--- src/rtl/per_device_sequential_io_classifier_assert.svh ---
// Assertion macros shared by the per-device I/O classifier RTL.
// Needs nothing else; each macro checks on the rising clock edge and stays quiet in reset.
`ifndef PER_DEVICE_SEQUENTIAL_IO_CLASSIFIER_ASSERT_SVH
`define PER_DEVICE_SEQUENTIAL_IO_CLASSIFIER_ASSERT_SVH

// Property must hold at every edge outside reset.
`define PCLS_ASSERT(lbl, clk, rst_n, prop, msg) \
  lbl: assert property (@(posedge clk) disable iff (!rst_n) (prop)) else $error(msg);

// Expression must never be true outside reset.
`define PCLS_ASSERT_NEVER(lbl, clk, rst_n, expr, msg) \
  lbl: assert property (@(posedge clk) disable iff (!rst_n) !(expr)) else $error(msg);

`endif

--- src/rtl/pcls_pkg.sv ---
// Shared types and constants for the per-device sequential I/O classifier.
// No dependencies; the classifier modules and the testbench refer to it by scoped names.
package pcls_pkg;

  localparam int unsigned TableEntries = 64;
  localparam int unsigned IdxW         = (TableEntries > 1) ? $clog2(TableEntries) : 1;
  localparam int unsigned CntW         = $clog2(TableEntries + 1);
  localparam int unsigned SectorShift  = 9;

  typedef enum logic [2:0] {
    StSequential = 3'd0,
    StRandom     = 3'd1,
    StFirst      = 3'd2,
    StFiltered   = 3'd3,
    StFull       = 3'd4
  } status_e;

  typedef enum logic [0:0] {
    CfgFilterEnable = 1'b0,
    CfgTargetDevice = 1'b1
  } cfg_reg_e;

  typedef enum logic [1:0] {
    FsmIdle,
    FsmScan,
    FsmUpdate
  } fsm_e;

  // One table entry as stored in the data memory.
  typedef struct packed {
    logic [63:0] end_sector;
    logic [31:0] seq_cnt;
    logic [31:0] rnd_cnt;
    logic [63:0] bytes;
  } entry_t;

  // Control for the update step.
  typedef struct packed {
    logic    skip;
    logic    is_new;
    status_e skip_status;
  } ctl_t;

  typedef struct packed {
    status_e     status;
    logic [31:0] seq_total;
    logic [31:0] rnd_total;
    logic [63:0] byte_total;
  } result_t;

endpackage

--- src/rtl/pcls_classify.sv ---
// Update datapath: classifies one request against its table entry.
// Depends on pcls_pkg for the entry, control and result types.
module pcls_classify (
  input  pcls_pkg::entry_t  entry_i,
  input  pcls_pkg::ctl_t    ctl_i,
  input  logic [63:0]       start_sector_i,
  input  logic [31:0]       sector_count_i,
  output pcls_pkg::entry_t  entry_o,
  output pcls_pkg::result_t result_o
);

  pcls_pkg::entry_t cur;
  logic [31:0]      byte_inc;

  assign byte_inc = sector_count_i << pcls_pkg::SectorShift;

  always_comb begin
    cur     = ctl_i.is_new ? '0 : entry_i;
    entry_o = cur;
    result_o.status = pcls_pkg::StFirst;
    if (cur.end_sector != 64'd0) begin
      if (cur.end_sector == start_sector_i) begin
        entry_o.seq_cnt = cur.seq_cnt + 32'd1;
        result_o.status = pcls_pkg::StSequential;
      end else begin
        entry_o.rnd_cnt = cur.rnd_cnt + 32'd1;
        result_o.status = pcls_pkg::StRandom;
      end
      entry_o.bytes = cur.bytes + {32'd0, byte_inc};
    end
    entry_o.end_sector = start_sector_i + {32'd0, sector_count_i};

    result_o.seq_total  = entry_o.seq_cnt;
    result_o.rnd_total  = entry_o.rnd_cnt;
    result_o.byte_total = entry_o.bytes;
    // Filtered and full requests report zero counters.
    if (ctl_i.skip) begin
      result_o.status     = ctl_i.skip_status;
      result_o.seq_total  = 32'd0;
      result_o.rnd_total  = 32'd0;
      result_o.byte_total = 64'd0;
    end
  end

endmodule

--- config.mk ---
export PLATFORM = sky130hd
export DESIGN_NAME = pcls_classify
export DESIGN_NICKNAME = d
export VERILOG_FILES = /design/src/rtl/per_device_sequential_io_classifier_assert.svh /design/src/rtl/pcls_pkg.sv /design/src/rtl/pcls_classify.sv
export SDC_FILE = /design/constraint.sdc
export NUM_CORES = 1
export LEC_CHECK = 0
export ABC_AREA = 0
export BUFFER_PORTS_ARGS = -buffer_cell sky130_fd_sc_hd__buf_2
export CORE_AREA = 2 2 238 240
export DETAILED_ROUTE_END_ITERATION = 8
export DIE_AREA = 0 0 240 242
export PLACE_DENSITY = 0.44
export SYNTH_ARGS = -nofsm -noshare
export SYNTH_HDL_FRONTEND = slang
export SYNTH_SLANG_ARGS = --single-unit
--- constraint.sdc ---
create_clock -name vclk -period 4.5
set_clock_uncertainty 0.15 [all_clocks]
set_input_delay 0 -clock vclk [all_inputs]
set_output_delay 0 -clock vclk [all_outputs]
set_load 0.005 [all_outputs]
After elaboration in Yosys (flattened, before gate mapping):

Cells that the tools add are included.

* flip-flop bits (word level): 0
* logic and storage cells: 13

* $add $sub $neg: 4
* equality and inequality tests: 1
* muxes and demuxes: 7
* reductions and logical operators: 1

Operators by type and width (count)
* $mux 192: 1
* $mux 131: 1
* $add 64x32->64: 2
* $mux 128: 1
* $add 32x1->32 const B: 2
* $eq 64x64->1: 1
* $mux 32: 2
* $reduce_bool 64->1: 1
* $mux 2: 1
* $mux 1: 1

Longest topological paths before layout:

* word-level depth: 5
* gate-level depth with buffers: 21

Worst setup path after synthesis:

Ideal clock, no wire load.

* kind: input -> output
* start point: in ctl_i[3] in the netlist's numbering
* end point: out entry_o[55] in the netlist's numbering
* arrival time: 3.716 ns
* data required time: 4.350 ns
* path slack: 0.634 ns
* cell stages on the path: 20
* buffers on the path: 7
* cell sequence: buf_6 > buf_6 > buf_6 > buf_2 > buf_2 > clkbuf_1 > clkbuf_1 > nor2b_1 > ha_1 > inv_1 > fa_1 > nor2b_1 > o221a_2 > a31oi_1 > o21ai_0 > nor2_1 > a21oi_1 > o22ai_1 > nor4_1 > mux2_2

RTL lines
* start: declaration: line pcls_classify.sv:5 `input pcls_pkg::ctl_t ctl_i,`
* end: declaration: line pcls_classify.sv:8 `output pcls_pkg::entry_t entry_o,`

==> flow_summary.yaml <==
run_status:
  status: "finished, final reports clean"
synth:
  synth_cell_types: 74
  syn_nets: 1871
  netlist_top_cells_area: "xnor2_1 (12%), nor2b_1 (9.5%), nor2_1 (7.4%)"
  yosysSeqAreaShare_pct: 0
  syn_inst: 1522
  syn_area_per_cell_um2: 6.45
  yosysTopAreaCellShare_pct: 12.4
  synth_largest_area_cell: "xnor2_1"
  yosys_warnings: 0
  synth.cell_area_um2: 9820
global_route:
  grt_pass1_vias: 13100
  antenna_found_initial: 9
  grt_pass1_wl_mm: 86.6
  grt_overflow_total: 0
  grt_max_degree: 104
  grt_use_total_pct: 19.7
cells_and_area:
  regArea_um2: 0
  utilization_pct: 24.5
  area_growth_pct: 39.1
  clock_buffer_count: 0
  num-nets-final: 2424
  fin_cells: 2837
  sequential_cell_total: 0
  drive_gt1_share_pct: 33.6
  fillCellCount: 6458
  multi_input_area_um2: 9330
  final_area_um2: 13700
timing:
  worstMarginPinSlew_ns: 1.03
  period_needed_ns: 3.93
  slew_violations: 0
  hold_viol: 0
  final-setup-viol-count: 0
  period_share_pct: 87.3
  max_freq_ghz: 0.254
  max_slew_margin_pct: 31.1
  setup-tns-final_ns: 0
  rsz0062_at_grt: "false"
detailed_routing:
  vias: 13700
  vias_per_cell: 4.82
  wl_mm: 60.5
  drtAntennaViolNets: 0
  drtIter0Drc: 864
  route.detailed.drc: 0
  routedWlPerCell_um: 21.3
  first_pass_iters: 5
floorplanning:
  die_w_um: 240
  die_area_um2: 58100
  die_y_um: 242
  initial_core_util_pct: 17.6
  boundaryPins: 616
  rows: 87
  core_um2: 55700
critical_path:
  crit_path_top_delay_cell: "nor4_1"
  end_kind: "primary output"
  cp.arrival_ns: 3.78
  critPathMaxStageDelay_ns: 0.66
  critPathMaxFanout: 40
  cp_common_cell: "nor2b_1"
  path_cells: "clkbuf_8, nor2b_1, ha_1, inv_1, fa_1, nor2b_1, o221a_2, a31oi_1, o21ai_0, nor2_1, a21oi_1, o22ai_2, nor4_1, mux2_2, buf_2"
  worst_ep_required_time_ns: 4.35
  setup.worst_path.start_class: "primary input"
  criticalPathCategory: "in2out"
clocking:
  ctsResizeCount: 0
  cts_hold_buffers: 0
  post_cts_buffers: 0
placement:
  hpwl_mm: 52.7
  placed_cell_area_um2: 13600
  io_buffers: 616
  place_inst: 2829
  gp_congestion: 0.979
min_path:
  hold_path.class: "in2out"
power:
  power.leakage_uw: 0.00615
  power.density_nw_per_um2: 104
  ir_drop_mv: 0.0498
job:
  drv_cap: 0
## where the power goes
group          total [µW]  leakage (µW)  switching (µW)  internal, µW
registers               0             0               0             0
logic                1420       0.00615             840           577
clock network    0.000143  0.0000000476               0      0.000143
## critical path, delay by kind of cell
kind                       cells  cell delay, ns
muxes                          1            0.40
and+or+nand+nor                4            1.18
buffers and inverters          3            0.42
adders and majority gates      2            0.63
AOI/OAI and AO/OA              5            1.11
## synthesized netlist by cell type, drive strengths merged, types with 21 or more instances
master	number
nand4	55
xnor2	139
a21oi	86
nand2	146
o21ai	100
nand3	64
or3	23
nor2b	151
a32oi	32
xor2	44
nor2	193
nor3	27
inv	28
clkbuf	62
nand2b	27
nor4	39
a21o	25
nor4b	30
ha	54
buf	21
## metal layers
metal	vias to the layer above	global-route usage [%]	wire, µm
li1	6594	-	-
met1	6530	28.5	29300
met2	474	31.2	26800
met3	62	2.09	3030
met4	4	3.60	1250
met5	-	0	27
## cell usage in the layout, fill, tap and decap left out, drive strengths merged, types with 44 or more instances in the layout
| cell type | instances |
|---|---|
| xor2 | 44 |
| nand2 | 146 |
| ha | 54 |
| a21oi | 86 |
| nand4 | 55 |
| o21ai | 100 |
| buf | 633 |
| nor2 | 193 |
| xnor2 | 139 |
| nand3 | 64 |
| nor2b | 151 |
## logic make-up (layout without fill, tap and decap cells)
group | count (synthesis) | count (layout) | synth area share, %
and+or+nand+nor | 852 | 852 | 50.5
AOI/OAI and AO/OA | 300 | 300 | 18.7
buffers and inverters | 111 | 662 | 5.08
adders and majority gates | 58 | 58 | 7.49
other | 0 | 8 | 0
xor gates and xnor gates | 183 | 183 | 16.3
muxes | 18 | 18 | 1.96
## layout make-up
cell class / instances / share of cell area [%]
diodes: 8 / 0.147
multi-input cells: 1411 / 68.3
well taps: 756 / 6.93
repair buffers: 634 / 23.8
inverters: 28 / 0.770
## path summary, 6_finish.rpt
check / slack (ns) / from / to / cells after the start
max: 0.57 / ctl_i[3] / entry_o[55] / 15
min: 0.16 / ctl_i[1] / result_o[129] / 3
## through the flow
step	setup slack (ns)	power (µW)	hold WS (ns)
3_3_place_gp	0.671	1400	0.134
6_report	0.570	1420	0.160
4_1_cts	0.529	1420	0.147
3_5_place_dp	0.550	1410	0.141
2_1_floorplan	0.634	713	-0.0946
5_1_grt	0.203	1550	0.161
Note: power is estimated with default switching activity, not from simulation.
